$ cat config.mk
export PLATFORM = sky130hd
export DESIGN_NAME = int_to_decimal_ascii
export DESIGN_NICKNAME = d
export VERILOG_FILES = /design/src/rtl/core/itda_pkg.sv /design/src/rtl/core/itda_ctrl.sv /design/src/rtl/core/itda_dpath.sv /design/src/rtl/core/int_to_decimal_ascii.sv
export SDC_FILE = /design/constraint.sdc
export NUM_CORES = 1
export LEC_CHECK = 0
export ABC_AREA = 1
export BUFFER_PORTS_ARGS = -buffer_cell sky130_fd_sc_hd__clkbuf_2
export CELL_PAD_IN_SITES_DETAIL_PLACEMENT = 0
export CELL_PAD_IN_SITES_GLOBAL_PLACEMENT = 1
export CORE_MARGIN = 4
export CORE_UTILIZATION = 51
export CTS_BUF_LIST = sky130_fd_sc_hd__clkbuf_4 sky130_fd_sc_hd__clkbuf_8
export CTS_CLUSTER_DIAMETER = 30
export DETAILED_ROUTE_END_ITERATION = 10
export PLACE_DENSITY_LB_ADDON = 0.1
export SYNTH_ARGS = -nofsm -noshare
export SYNTH_HDL_FRONTEND = slang
export SYNTH_SLANG_ARGS = --single-unit
$ cat constraint.sdc
create_clock -name clk_i -period 8.7 [get_ports clk_i]
set_clock_uncertainty 0.15 [all_clocks]
set_input_delay 0.87 -clock clk_i [delete_from_list [all_inputs] [get_ports clk_i]]
set_output_delay 0.87 -clock clk_i [all_outputs]
set_load 0.05 [all_outputs]
$ cat src/rtl/core/itda_pkg.sv
// ----------------------------------------------------------------------------
// itda_pkg
// Shared types and constants for the integer to decimal ASCII converter.
// ----------------------------------------------------------------------------
package itda_pkg;

  localparam int unsigned FieldW = 64;

  localparam logic [5:0] CharZero  = 6'd48;
  localparam logic [5:0] CharMinus = 6'd45;

  localparam logic KindSigned   = 1'b0;
  localparam logic KindUnsigned = 1'b1;

  typedef struct packed {
    logic              kind;
    logic [FieldW-1:0] value;
  } in_t;

  typedef struct packed {
    logic [5:0] character;
    logic       last;
  } out_t;

  // controller -> datapath
  typedef struct packed {
    logic load;
    logic dabble;
    logic emit_sign;
    logic emit_digit;
    logic last_digit;
  } cmd_t;

  // datapath -> controller
  typedef struct packed {
    logic negative;
  } sts_t;

endpackage

$ cat src/rtl/core/itda_ctrl.sv
// ----------------------------------------------------------------------------
// itda_ctrl
// Sequencer: load, shift-add-3 conversion, optional sign, digit sweep.
// ----------------------------------------------------------------------------
module itda_ctrl #(
  parameter int unsigned VALUE_WIDTH = 64,
  parameter int unsigned NumDigits   = 20
) (
  input  logic          clk_i,
  input  logic          rst_ni,
  input  logic          start_i,
  output logic          busy_o,
  input  itda_pkg::sts_t sts_i,
  output itda_pkg::cmd_t cmd_o
);

  localparam int unsigned CntW = $clog2(VALUE_WIDTH);
  localparam logic [CntW-1:0] ConvLast  = CntW'(VALUE_WIDTH - 1);
  localparam logic [CntW-1:0] DigitLast = CntW'(NumDigits - 1);

  typedef enum logic [1:0] {
    StIdle,
    StConv,
    StSign,
    StEmit
  } state_e;

  state_e          state_q;
  logic [CntW-1:0] cnt_q;

  assign busy_o = (state_q != StIdle);

  always_comb begin
    cmd_o            = '0;
    cmd_o.load       = (state_q == StIdle) && start_i;
    cmd_o.dabble     = (state_q == StConv);
    cmd_o.emit_sign  = (state_q == StSign);
    cmd_o.emit_digit = (state_q == StEmit);
    cmd_o.last_digit = (state_q == StEmit) && (cnt_q == '0);
  end

  always_ff @(posedge clk_i or negedge rst_ni) begin
    if (!rst_ni) begin
      state_q <= StIdle;
      cnt_q   <= '0;
    end else begin
      case (state_q)
        StIdle: begin
          if (start_i) begin
            state_q <= StConv;
            cnt_q   <= '0;
          end
        end
        StConv: begin
          if (cnt_q == ConvLast) begin
            state_q <= sts_i.negative ? StSign : StEmit;
            cnt_q   <= DigitLast;
          end else begin
            cnt_q <= cnt_q + 1'b1;
          end
        end
        StSign: begin
          state_q <= StEmit;
        end
        StEmit: begin
          if (cnt_q == '0) begin
            state_q <= StIdle;
          end else begin
            cnt_q <= cnt_q - 1'b1;
          end
        end
        default: begin
          state_q <= StIdle;
        end
      endcase
    end
  end

endmodule

$ cat src/rtl/core/itda_dpath.sv
// ----------------------------------------------------------------------------
// itda_dpath
// Magnitude register, BCD shift-add-3 converter and output character register.
// ----------------------------------------------------------------------------
module itda_dpath #(
  parameter int unsigned VALUE_WIDTH = 64,
  parameter int unsigned NumDigits   = 20
) (
  input  logic           clk_i,
  input  logic           rst_ni,
  input  itda_pkg::in_t  item_i,
  input  itda_pkg::cmd_t cmd_i,
  output itda_pkg::sts_t sts_o,
  output logic           res_strobe_o,
  output itda_pkg::out_t res_o
);

  localparam int unsigned BcdW = 4 * NumDigits;

  logic [VALUE_WIDTH-1:0] bin_q, bin_d, raw;
  logic [BcdW-1:0]        bcd_q, bcd_d, adj;
  logic                   neg_q, neg_d;
  logic                   started_q, started_d;
  logic                   strobe_q, strobe_d;
  itda_pkg::out_t         res_q, res_d;
  logic [3:0]             top_digit;

  assign raw       = item_i.value[VALUE_WIDTH-1:0];
  assign top_digit = bcd_q[BcdW-1 -: 4];

  // add 3 to every digit of 5 or more before the shift
  always_comb begin
    for (int i = 0; i < NumDigits; i++) begin
      adj[4*i +: 4] = (bcd_q[4*i +: 4] >= 4'd5) ? bcd_q[4*i +: 4] + 4'd3
                                                  : bcd_q[4*i +: 4];
    end
  end

  always_comb begin
    bin_d     = bin_q;
    bcd_d     = bcd_q;
    neg_d     = neg_q;
    started_d = started_q;
    strobe_d  = 1'b0;
    res_d     = res_q;
    if (cmd_i.load) begin
      neg_d     = (item_i.kind == itda_pkg::KindSigned) && raw[VALUE_WIDTH-1];
      bin_d     = neg_d ? (~raw + 1'b1) : raw;
      bcd_d     = '0;
      started_d = 1'b0;
    end
    if (cmd_i.dabble) begin
      bcd_d = {adj[BcdW-2:0], bin_q[VALUE_WIDTH-1]};
      bin_d = {bin_q[VALUE_WIDTH-2:0], 1'b0};
    end
    if (cmd_i.emit_sign) begin
      strobe_d        = 1'b1;
      res_d.character = itda_pkg::CharMinus;
      res_d.last      = 1'b0;
    end
    if (cmd_i.emit_digit) begin
      bcd_d = {bcd_q[BcdW-5:0], 4'd0};
      // leading zeros are dropped, the units digit always goes out
      if (started_q || (top_digit != 4'd0) || cmd_i.last_digit) begin
        started_d       = 1'b1;
        strobe_d        = 1'b1;
        res_d.character = itda_pkg::CharZero + {2'b00, top_digit};
        res_d.last      = cmd_i.last_digit;
      end
    end
  end

  always_ff @(posedge clk_i or negedge rst_ni) begin
    if (!rst_ni) begin
      strobe_q <= 1'b0;
    end else begin
      strobe_q <= strobe_d;
    end
  end

  always_ff @(posedge clk_i) begin
    bin_q     <= bin_d;
    bcd_q     <= bcd_d;
    neg_q     <= neg_d;
    started_q <= started_d;
    res_q     <= res_d;
  end

  assign sts_o.negative = neg_q;
  assign res_strobe_o   = strobe_q;
  assign res_o          = res_q;

endmodule

$ cat src/rtl/core/int_to_decimal_ascii.sv
// ----------------------------------------------------------------------------
// int_to_decimal_ascii
// Integer to decimal ASCII text, one character per result beat.
// ----------------------------------------------------------------------------
// Input: item_i (kind, value) is taken at a clock edge where start_i is high
// and busy_o is low. kind = 0 reads the low VALUE_WIDTH bits as two's
// complement, kind = 1 as unsigned; higher bits are ignored.
// Output: one character per beat on res_o, flagged by res_strobe_o for exactly
// one cycle; the most significant character comes first, res_o.last marks the
// final one. A negative value starts with '-'. Zero gives a single '0'.
// Sequence: the magnitude runs through a shift-add-3 BCD converter, one bit a
// cycle, then an optional sign step, then a sweep over the ND digits (ND = 20
// at 64 bits) that drops leading zeros. busy_o stays high from the accept until
// the sweep ends, and a new item is taken only once busy_o is low again.
// The last character shows in the first cycle busy_o is low again.
// Reset clears the sequencer and the strobe; no beat follows reset. The
// receiver has no way to stall, and needs none.
// ----------------------------------------------------------------------------
module int_to_decimal_ascii #(
  parameter int unsigned VALUE_WIDTH = 64
) (
  input  logic           clk_i,
  input  logic           rst_ni,
  input  logic           start_i,
  output logic           busy_o,
  input  itda_pkg::in_t  item_i,
  output logic           res_strobe_o,
  output itda_pkg::out_t res_o
);

  // digits of 2^W - 1: floor(W * log10(2)) + 1
  localparam int unsigned NumDigits = (VALUE_WIDTH * 30103) / 100000 + 1;

  itda_pkg::cmd_t cmd;
  itda_pkg::sts_t sts;

  itda_ctrl #(
    .VALUE_WIDTH (VALUE_WIDTH),
    .NumDigits   (NumDigits)
  ) u_ctrl (
    .clk_i   (clk_i),
    .rst_ni  (rst_ni),
    .start_i (start_i),
    .busy_o  (busy_o),
    .sts_i   (sts),
    .cmd_o   (cmd)
  );

  itda_dpath #(
    .VALUE_WIDTH (VALUE_WIDTH),
    .NumDigits   (NumDigits)
  ) u_dpath (
    .clk_i        (clk_i),
    .rst_ni       (rst_ni),
    .item_i       (item_i),
    .cmd_i        (cmd),
    .sts_o        (sts),
    .res_strobe_o (res_strobe_o),
    .res_o        (res_o)
  );

endmodule

* Word level (Yosys, flattened, before mapping)
Cells that the tools add are included.
** Storage, ports and cells
- Logic and storage cells :: 123
- Bits of input ports :: 68
- Bits in registers :: 162
** Operators by class
- $add $sub $neg :: 24
- Reduce and logical (&&, ||, !) cells :: 14
- Mux-type cells :: 44
- Magnitude comparators :: 20
- Bitwise gates (word level) :: 2
- Equality and inequality tests :: 8
** Operators with widths (count)
- 80-bit 2-to-1 mux :: 3
- 64-bit 2-to-1 mux :: 3
- 4-bit by 3-bit greater-or-equal comparator with 1-bit output (second input constant) :: 20
- 4-bit by 2-bit adder with 4-bit output (second input constant) :: 19
- 4-bit 2-to-1 mux :: 19
- 64-bit by 1-bit adder with 64-bit output (second input constant) :: 1
- 64-bit NOT :: 1
- 7-bit 2-to-1 mux :: 3
- 6-bit 2-to-1 mux :: 3
- 6-bit case mux with 3 select lines :: 1
- 2-bit case mux with 4 select lines :: 1
- 1-bit 2-to-1 mux :: 7
- 5-bit by 5-bit adder with 6-bit output (first input constant) :: 1
- 6-bit by 1-bit adder with 6-bit output (second input constant) :: 1
- 6-bit == test (second input constant) :: 1
- 6-bit zero test :: 1
- 2-bit 2-to-1 mux :: 3
- 3-bit AND reduction :: 2
- 3-bit nonzero test :: 2
- 6-bit by 1-bit subtractor with 6-bit output (second input constant) :: 1
- 2-bit == test (second input constant) :: 2
- 2-bit by 1-bit inequality test with 1-bit output (second input constant) :: 2
- 2-bit inequality test (second input constant) :: 2
- 2-bit nonzero test :: 2
- other kinds (8) :: 11

* Longest topological paths before layout
Gate-level depths: netlist of the first run.
- Depth in word-level cells :: 5
- Gate-level depth with buffers :: 12
- Depth with buffers taken out :: 12

* By module
From an unflattened synthesis of the first run, not the netlist that was laid out.
** Second synthesis, totals
- Cells, all modules :: 1436
- Area, all modules :: 10885.4 um^2
** By module, submodules not included
- itda_dpath :: times used 1, area an instance 10163.5 um^2, sequential area each 4489.3 um^2, cells each 1328
- itda_ctrl :: times used 1, area an instance 721.9 um^2, sequential area each 200.2 um^2, cells each 108

* Least setup slack after synthesis of the first run
Ideal clock, no wire load.
- Path type :: flip-flop to flip-flop
- Start :: register u_ctrl.state_q[0]
- End :: register u_dpath.bcd_q[10] (enable)
- Path buffers :: 2
- Required time :: 8111 ps
- Path slack :: 5328 ps
- Arrival :: 2782 ps
- Clock period less this slack :: 3372 ps
- Cell stages (with the launch flop) :: 6
- Library setup time :: 439 ps
- Path through :: dfrtp_1 -> ha_1 -> inv_2 -> buf_4 -> buf_2 -> nand2_1
** On the way
- Word-level cells in the longest chain between the ends :: 3
** RTL lines
- from (decl) :: line itda_ctrl.sv:28 : state_e state_q;
- from (signal assigned) :: line itda_ctrl.sv:44 : state_q <= StIdle;
- from (signal assigned) :: line itda_ctrl.sv:50 : state_q <= StConv;
- from (signal assigned) :: line itda_ctrl.sv:56 : state_q <= sts_i.negative ? StSign : StEmit;
- 2-bit zero test :: line itda_ctrl.sv:35 : cmd_o.load = (state_q == StIdle) && start_i;
- 1-bit logical AND :: line itda_ctrl.sv:35
- 3-bit nonzero test (no source line) *
- to (signal assigned) :: line itda_dpath.sv:83 : bcd_q <= bcd_d;
- to (decl) :: line itda_dpath.sv:21 : logic [BcdW-1:0] bcd_q, bcd_d, adj;
Every way passes the cells marked *; elsewhere a longest branch is shown, timed or not.
A chain may end at the register's enable or synchronous reset.

* Final worst setup path of the first run
- Start :: register u_ctrl.state_q[1]
- End :: register u_dpath.bcd_q[12], data pin
** On the way
- Word-level cells in the longest chain between the ends :: 3
** RTL lines
- 2-bit by 1-bit == test with 1-bit output :: line itda_ctrl.sv:36 : cmd_o.dabble = (state_q == StConv);
- 80-bit 2-to-1 mux :: line itda_dpath.sv:52 : if (cmd_i.dabble) begin
- 80-bit 2-to-1 mux * :: line itda_dpath.sv:61 : if (cmd_i.emit_digit) begin
- via u_dpath.bcd_d[12] :: line itda_dpath.sv:21
Mark *: on every way through the listed nets, which the timed path passes. The rest lies on a longest branch.

==> results of run 1 <==
registers in the layout (all words and copies together), names as in the netlist:
register and cells:
u_dpath.sts_o 1, u_dpath.res_o 7, u_ctrl.state_q 2, u_ctrl.cnt_q 6, u_dpath.res_strobe_o 1, u_dpath.bcd_q 80
u_dpath.bin_q 64, u_dpath.started_q 1
power by group through the flow:
stage | Combinational, W | Clock (W) | Sequential, W
final | 0.00186 | 0.000556 | 0.00168
after global routing | 0.00214 | 0.000600 | 0.00173
after CTS | 0.00187 | 0.000570 | 0.00168
after detailed placement | 0.00186 | 0 | 0.00169
after global placement | 0.00183 | 0 | 0.00169
after floorplan | 0.00139 | 0 | 0.00169
worst register-to-register path: stages (launching register included):
cell     delay, ns
dfrtp_1       0.42
inv_1         0.15
ha_2          0.21
buf_4         0.58
inv_2         0.19
nor2_4        0.11
buf_4         0.49
inv_2         0.37
o32ai_1       0.40
cells in the mapped netlist (5+ instances only):
library cell    n
inv_2           7
o21ai_0       136
dfrtp_1         9
nand3_1       105
buf_2          15
nand2_1       350
or2_2          14
nor2_1        169
nand4_1        12
nand2_2         5
o32ai_1        20
dfxtp_1        13
ha_1           51
a21oi_1        27
edfxtp_1      140
o21ai_1        40
xor2_1         24
inv_1         155
nor2_2         11
nor3_1          8
clkbuf_1       17
o22ai_1        33
per-stage QoR:
stage          cells  power, W  area (sq um)  hold WS (ns)
2_1_floorplan   1403   0.00308         10900         0.272
3_3_place_gp    1720   0.00352         11500         0.271
3_5_place_dp    1720   0.00356         11500         0.281
4_1_cts         1752   0.00413         11900        0.0899
5_1_grt         1752   0.00447         11900         0.105
6_report        1752   0.00410         11900         0.115
worst max path at each step:
stage / start / to / slack (ns) / cells past startpoint
floorplan: u_ctrl.state_q[0] / u_dpath.bcd_q[10] / 5.33 / 5
global placement: u_ctrl.state_q[1] / u_dpath.bcd_q[16] / 5.54 / 8
detailed placement: u_ctrl.state_q[1] / u_dpath.bcd_q[28] / 5.40 / 8
CTS: u_ctrl.state_q[1] / u_dpath.bcd_q[12] / 5.37 / 8
global route: u_ctrl.state_q[1] / u_dpath.bcd_q[20] / 5.10 / 8
finish: u_ctrl.state_q[1] / u_dpath.bcd_q[12] / 5.43 / 8
final cells by class:
class                           count  area, sq um  area share
Multi-Input combinational cell   1038         5400       0.456
Sequential cell                   162         4690       0.395
Inverter                          164          618      0.0521
Timing Repair Buffer               81          418      0.0352
Tap cell                          275          344      0.0290
Clock buffer                       17          234      0.0197
Clock inverter                     15          150      0.0127
metal layers:
layer  share of wire  wire [um]  vias to the layer above  track usage
met1            0.48      13000                     4402        0.318
met4           0.018        486                        0       0.0702
met3           0.039       1050                       32       0.0271
met5               0          0                        -            0
li1                -          -                     4842            -
met2            0.47      12700                      191        0.378
cells by family (layout without fill, tap and decap cells):
logic type | Yosys count | in the layout | synth area share
fa+ha+maj | 51 | 51 | 0.0585
flops | 162 | 162 | 0.430
buf+inv | 203 | 277 | 0.0763
simple gates | 692 | 692 | 0.273
xor+xnor | 24 | 24 | 0.0193
compound gates | 271 | 271 | 0.143
==> reports/metrics.yaml, run 1 <==
pwr:
  p_seq_frac: 0.410
  p_leak_nw: 4.99
  power_frac_comb: 0.454
  internal_power_w: 0.00226
  clockPowerShare: 0.135
  p_sw_w: 0.00184
  cellPowerDensity_nw_per_um2: 346
  swShare: 0.449
  vdd_ir_drop_max_mv: 0.342
setup_path:
  cpPeakStageDelay_ns: 0.58
  ff2ff_path_depth: 8
  critPathBufInv: 5
  end_kind: "register"
  r2r_setup_slack_ns: 5.43
  start_kind: "register"
  r2r_start: "u_ctrl.state_q[1]"
  worstSetupPathType: "reg -> reg"
  crit_arrival_ns: 3.39
  crit_slowest_cell: "buf_4"
  cp.required_ns: 8.82
  r2r-end: "u_dpath.bcd_q[12]"
  path_delay_family: "buffers and inverters"
  cp_max_fo: 67
  crit_chain: "inv_1 > ha_2 > buf_4 > inv_2 > nor2_4 > buf_4 > inv_2 > o32ai_1"
cts:
  clock_latency_ns: 0.47
  cts_tree: "done"
  postCtsSetupBuffers: 0
  cts_buffers: 17
  cts_max_path_buffers: 2
  clockRootBuffer: "clkbuf_8"
  cts_resized: 0
  htree_levels: 4
  clkTransAtPathRegs_ns: 0.10
  hold_buffers: 0
  cts.sinks: 162
global_routing:
  grt_overflow_total: 0
  grt_pass1_wl_um: 44500
  grt_pass1_vias: 9067
  grtUsageTotal: 0.229
  grt_max_degree: 83
  antenna_found_initial: 0
drt:
  wire_per_inst_um: 15.6
  drt-initial-drc-count: 683
  ant_nets: 0
  routed_wirelength_um: 27300
  num_vias: 9467
  viasPerCell: 5.40
  drc_errors: 0
  drt-pass1-iter-count: 5
logic_synthesis:
  yosysTopAreaCellShare: 0.385
  netlist_instances: 1403
  synth_edf_count: 140
  synth_area_sq_um: 10900
  ys_seq_area_frac: 0.430
  synth_area_leaders: "edfxtp_1, nand2_1, o21ai_0"
  synth_flop_cell: "edfxtp_1"
  syn_nets: 1522
  ys_ff_latch: 162
  synth.distinct_cells: 44
  synth_warnings: 0
  syn_area_per_cell_sq_um: 7.77
  yosys.area.top_type: "edfxtp_1"
  async_flop_share: 0.0556
flow_run:
  drv_cap: 0
final_layout:
  final_core_util: 0.564
  fillers: 2012
  drive_above_1_share: 0.119
  fin_nets: 1583
  final_common_cell: "nand2_1"
  mostFrequentLayoutCells: "nand2_1, nor2_1, inv_1"
  diodes: 0
  area_growth_syn_to_layout_pct: 8.73
sta:
  tightest_slew_ns: 1.09
  period_share: 0.376
  worst_slack_ns: 5.43
  final-hold-violation-count: 0
  drv_slew: 0
  grt_setup_unrepaired: "false"
  max_slew_margin: 0.271
  fmax_mhz: 306
  finalSetupViolCount: 0
  period_needed_ns: 3.27
  finalSetupTns_ns: 0
floorplan:
  initial_utilization: 0.519
  io_pins: 77
  num_rows: 53
  die_w_um: 154
  die_h_um: 154
  dieArea_sq_um: 23800
  core_sq_um: 21000
place:
  place.gp.congestion: 0.892
  place_ws_ns: 5.40
  dp_hpwl_um: 19400
  port-buffer-count: 76
outcome:
  status: "finished, final reports clean"
worst_hold_path:
  hold_path_class: "in -> async"
No activity file was read; power rests on OpenSTA's default activity.
==> run 2, diff against run 1 <==
ABC_AREA = 0   (was 1)
CORE_UTILIZATION = 49   (was 51)
clock period = 3.07 ns   (was 8.7 ns; I/O delays follow)
==> run 2 against run 1 <==
Against the previous run: clock power rose to 2.9 times the previous value; sequential power rose to 2.9 times the previous value; clock-buffer cell count increased by 3; design area is 0.47% higher; flip-flop and latch count is the same; via count down 4.1%; largest cell class unchanged; global-route usage fell by 0.65 points; register-to-register slack got worse by 4.9 ns; combinational power grew to 3.0 times the previous value.
==> reports/metrics.yaml, run 2 <==
setup_path:
  start_kind: "input port"  # was register
  crit_arrival_ns: 2.78  # was 3.39 ns
  r2r_start: "u_ctrl.state_q[0]"  # was u_ctrl.state_q[1]
  endpoint: "u_dpath.bin_q[50]"  # was u_dpath.bcd_q[12]
  r2r_setup_slack_ns: 0.50  # was 5.43 ns
  cpPeakStageDelay_ns: 0.54  # was 0.58 ns
  crit_cells: 9  # was 8
  r2r-end: "u_dpath.bin_q[50]"  # was u_dpath.bcd_q[12]
  crit_path_start: "item_i[0]"  # was u_ctrl.state_q[1]
  cp.required_ns: 3.20  # was 8.82 ns
  cp_max_fo: 10  # was 67
  path_delay_family: "buffers and inverters"  # unchanged
  crit_slowest_cell: "dlygate4sd3_1"  # was buf_4
  critPathBufInv: 4  # was 5
  worstSetupPathType: "in -> reg"  # was reg -> reg
  ff2ff_path_depth: 7  # was 8
  crit_chain: "dlygate4sd3_1 > clkbuf_2 > inv_1 > ha_1 > nand4b_1 > buf_4 > nor4_1 > nand2_1 > a211oi_1"  # was inv_1 > ha_2 > buf_4 > inv_2 > nor2_4 > buf_4 > inv_2 > o32ai_1
  end_kind: "register"  # unchanged
final_layout:
  fin_nets: 1323  # was 1583
  ff_latch_area_sq_um: 4690  # unchanged
  top_register: "u_dpath.bcd_q"  # unchanged
  multi_input_area_sq_um: 5540  # was 5400 sq um
  largest_reg_flops: 80  # unchanged
  diodes: 0  # unchanged
  final_common_cell: "edfxtp_1"  # was nand2_1
  area_growth_syn_to_layout_pct: 12.1  # was 8.73%
  fillers: 1929  # was 2012
  drive_above_1_share: 0.143  # was 0.119
  final_core_util: 0.563  # was 0.564
  mostFrequentLayoutCells: "edfxtp_1, o21ai_0, nand2_1"  # was nand2_1, nor2_1, inv_1
pwr:
  finalPower_w: 0.0120  # was 0.00410 W
  cellPowerDensity_nw_per_um2: 1010  # was 346 nW/um^2
  p_leak_nw: 4.31  # was 4.99 nW
  vdd_ir_drop_max_mv: 0.605  # was 0.342 mV
logic_synthesis:
  ys_seq_area_frac: 0.441  # was 0.430
  synthTopCellsByCount: "edfxtp_1, o21ai_0, nand2_1"  # was nand2_1, nor2_1, inv_1
  synth_warnings: 0  # unchanged
  syn_nets: 1252  # was 1522
  syn_area_per_cell_sq_um: 9.38  # was 7.77 sq um
  yosysTopAreaCellShare: 0.395  # was 0.385
  netlist_instances: 1133  # was 1403
  synth.distinct_cells: 66  # was 44
  ys_ff_latch: 162  # unchanged
  synth_edf_count: 140  # unchanged
  yosys.area.top_type: "edfxtp_1"  # unchanged
  synth.most_common_cell: "edfxtp_1"  # was nand2_1
  synth_flop_cell: "edfxtp_1"  # unchanged
  synth_area_sq_um: 10600  # was 10900 sq um
  async_flop_share: 0.0556  # unchanged
  synth_area_leaders: "edfxtp_1, ha_1, o21ai_0"  # was edfxtp_1, nand2_1, o21ai_0
global_routing:
  grt_max_degree: 78  # was 83
  antenna_found_initial: 0  # unchanged
  grtUsageTotal: 0.222  # was 0.229
  grt_overflow_total: 0  # unchanged
  grt_pass1_wl_um: 44200  # was 44500 um
  grt_pass1_vias: 8716  # was 9067
worst_hold_path:
  hold_path_class: "in -> async"  # unchanged
drt:
  viasPerCell: 6.09  # was 5.40
  drt-initial-drc-count: 661  # was 683
  drt-pass1-iter-count: 5  # unchanged
  ant_nets: 0  # unchanged
  num_vias: 9080  # was 9467
  routed_wirelength_um: 26800  # was 27300 um
  drc_errors: 0  # unchanged
  wire_per_inst_um: 17.9  # was 15.6 um
floorplan:
  die_h_um: 155  # was 154 um
  core_sq_um: 21200  # was 21000 sq um
  dieArea_sq_um: 24100  # was 23800 sq um
  io_pins: 77  # unchanged
  initial_utilization: 0.503  # was 0.519
  num_rows: 53  # unchanged
  die_w_um: 155  # was 154 um
place:
  place_ws_ns: 0.231  # was 5.40 ns
  place.gp.congestion: 0.839  # was 0.892
  port-buffer-count: 76  # unchanged
  dp_hpwl_um: 18400  # was 19400 um
sta:
  grt_setup_unrepaired: "false"  # unchanged
  period_needed_ns: 2.64
  period_share: 0.861
  fmax_mhz: 378
  tightest_slew_ns: 0.829  # was 1.09 ns
  drv_slew: 0  # unchanged
  final-hold-violation-count: 0  # unchanged
  max_slew_margin: 0.447  # was 0.271
  finalSetupViolCount: 0  # unchanged
  worst_slack_ns: 0.425  # was 5.43 ns
flow_run:
  drv_cap: 0  # unchanged
cts:
  htree_levels: 4  # unchanged
  clockRootBuffer: "clkbuf_8"  # unchanged
  cts_buffers: 17  # unchanged
  cts_tree: "done"  # unchanged
  clkTransAtPathRegs_ns: 0.11  # was 0.10 ns
  cts_max_path_buffers: 2  # unchanged
  cts.sinks: 162  # unchanged
  clock_latency_ns: 0.46  # was 0.47 ns
outcome:
  status: "finished, final reports clean"  # unchanged
## run 2: cell count changes after synthesis, sizes merged, moves of 29 or more
cell    change
xnor2      +32
a21oi      +53
nor4       +29
o21ai      -73
nand2     -258
nand3      -74
nor2      -121
inv       -104
clkbuf     +42
## run 2: area by class of cell
type / count / share of cell area
clock buffer: 20 / 0.0231
multi-input combinational: 849 / 0.465
tap: 275 / 0.0289
timing repair buffer: 115 / 0.0601
inverter: 59 / 0.0189
sequential: 162 / 0.394
clock inverter: 12 / 0.0102
## run 2: power breakdown
group / total, W / leakage, nW / switching, W / internal (W)
clock network: 0.00161 / 0.200 / 0.000880 / 0.000727
registers: 0.00487 / 1.63 / 0.000784 / 0.00409
logic: 0.00553 / 2.48 / 0.00351 / 0.00202
## run 2: cell families (layout without fill, tap and decap cells)
group,count (synthesis),in the layout,share of synthesized area
simple gates,394,394,0.198
compound gates,342,342,0.205
flops,162,162,0.441
buf+inv,122,206,0.0438
xor+xnor,58,58,0.0478
fa+ha+maj,51,51,0.0600
mux,4,4,0.00400
## run 2: how the worst min path moves through the flow
| stage | start | endpoint | slack, ns | cells past startpoint |
|---|---|---|---|---|
| after CTS | rst_ni | u_ctrl.state_q[1] | 0.06 | 2 |
| after global routing | item_i[62] | u_dpath.bin_q[62] | 0.06 | 3 |
| after detailed placement | rst_ni | u_ctrl.state_q[1] | 0.05 | 1 |
| after floorplan | rst_ni | u_ctrl.cnt_q[0] | -0.14 | 0 |
| after global placement | rst_ni | u_ctrl.state_q[1] | 0.05 | 1 |
| final | rst_ni | u_ctrl.state_q[1] | 0.08 | 2 |
## run 2: layer usage
metal,share of wire,track usage,up-vias
li1,-,-,4460
met3,0.045,0.0367,29
met4,0.015,0.0609,0
met5,0,0,-
met2,0.48,0.373,239
met1,0.46,0.300,4352
## run 2: stage by stage
step | hold WS [ns] | std cells | TNS, ns | cell area [sq um]
3_3_place_gp | 0.0515 | 1458 | 0 | 11500
5_1_grt | 0.0601 | 1492 | 0 | 11900
2_1_floorplan | -0.139 | 1133 | -2.06 | 10700
4_1_cts | 0.0557 | 1492 | 0 | 11900
6_report | 0.0846 | 1492 | 0 | 11900
3_5_place_dp | 0.0450 | 1458 | 0 | 11500
## run 2: repair_timing
action	4_1_cts	5_1_grt
setup endpoints to repair	0	0
hold endpoints to repair	10	0
hold buffers	2	0
setup buffers	0	0
resized for setup	0	0
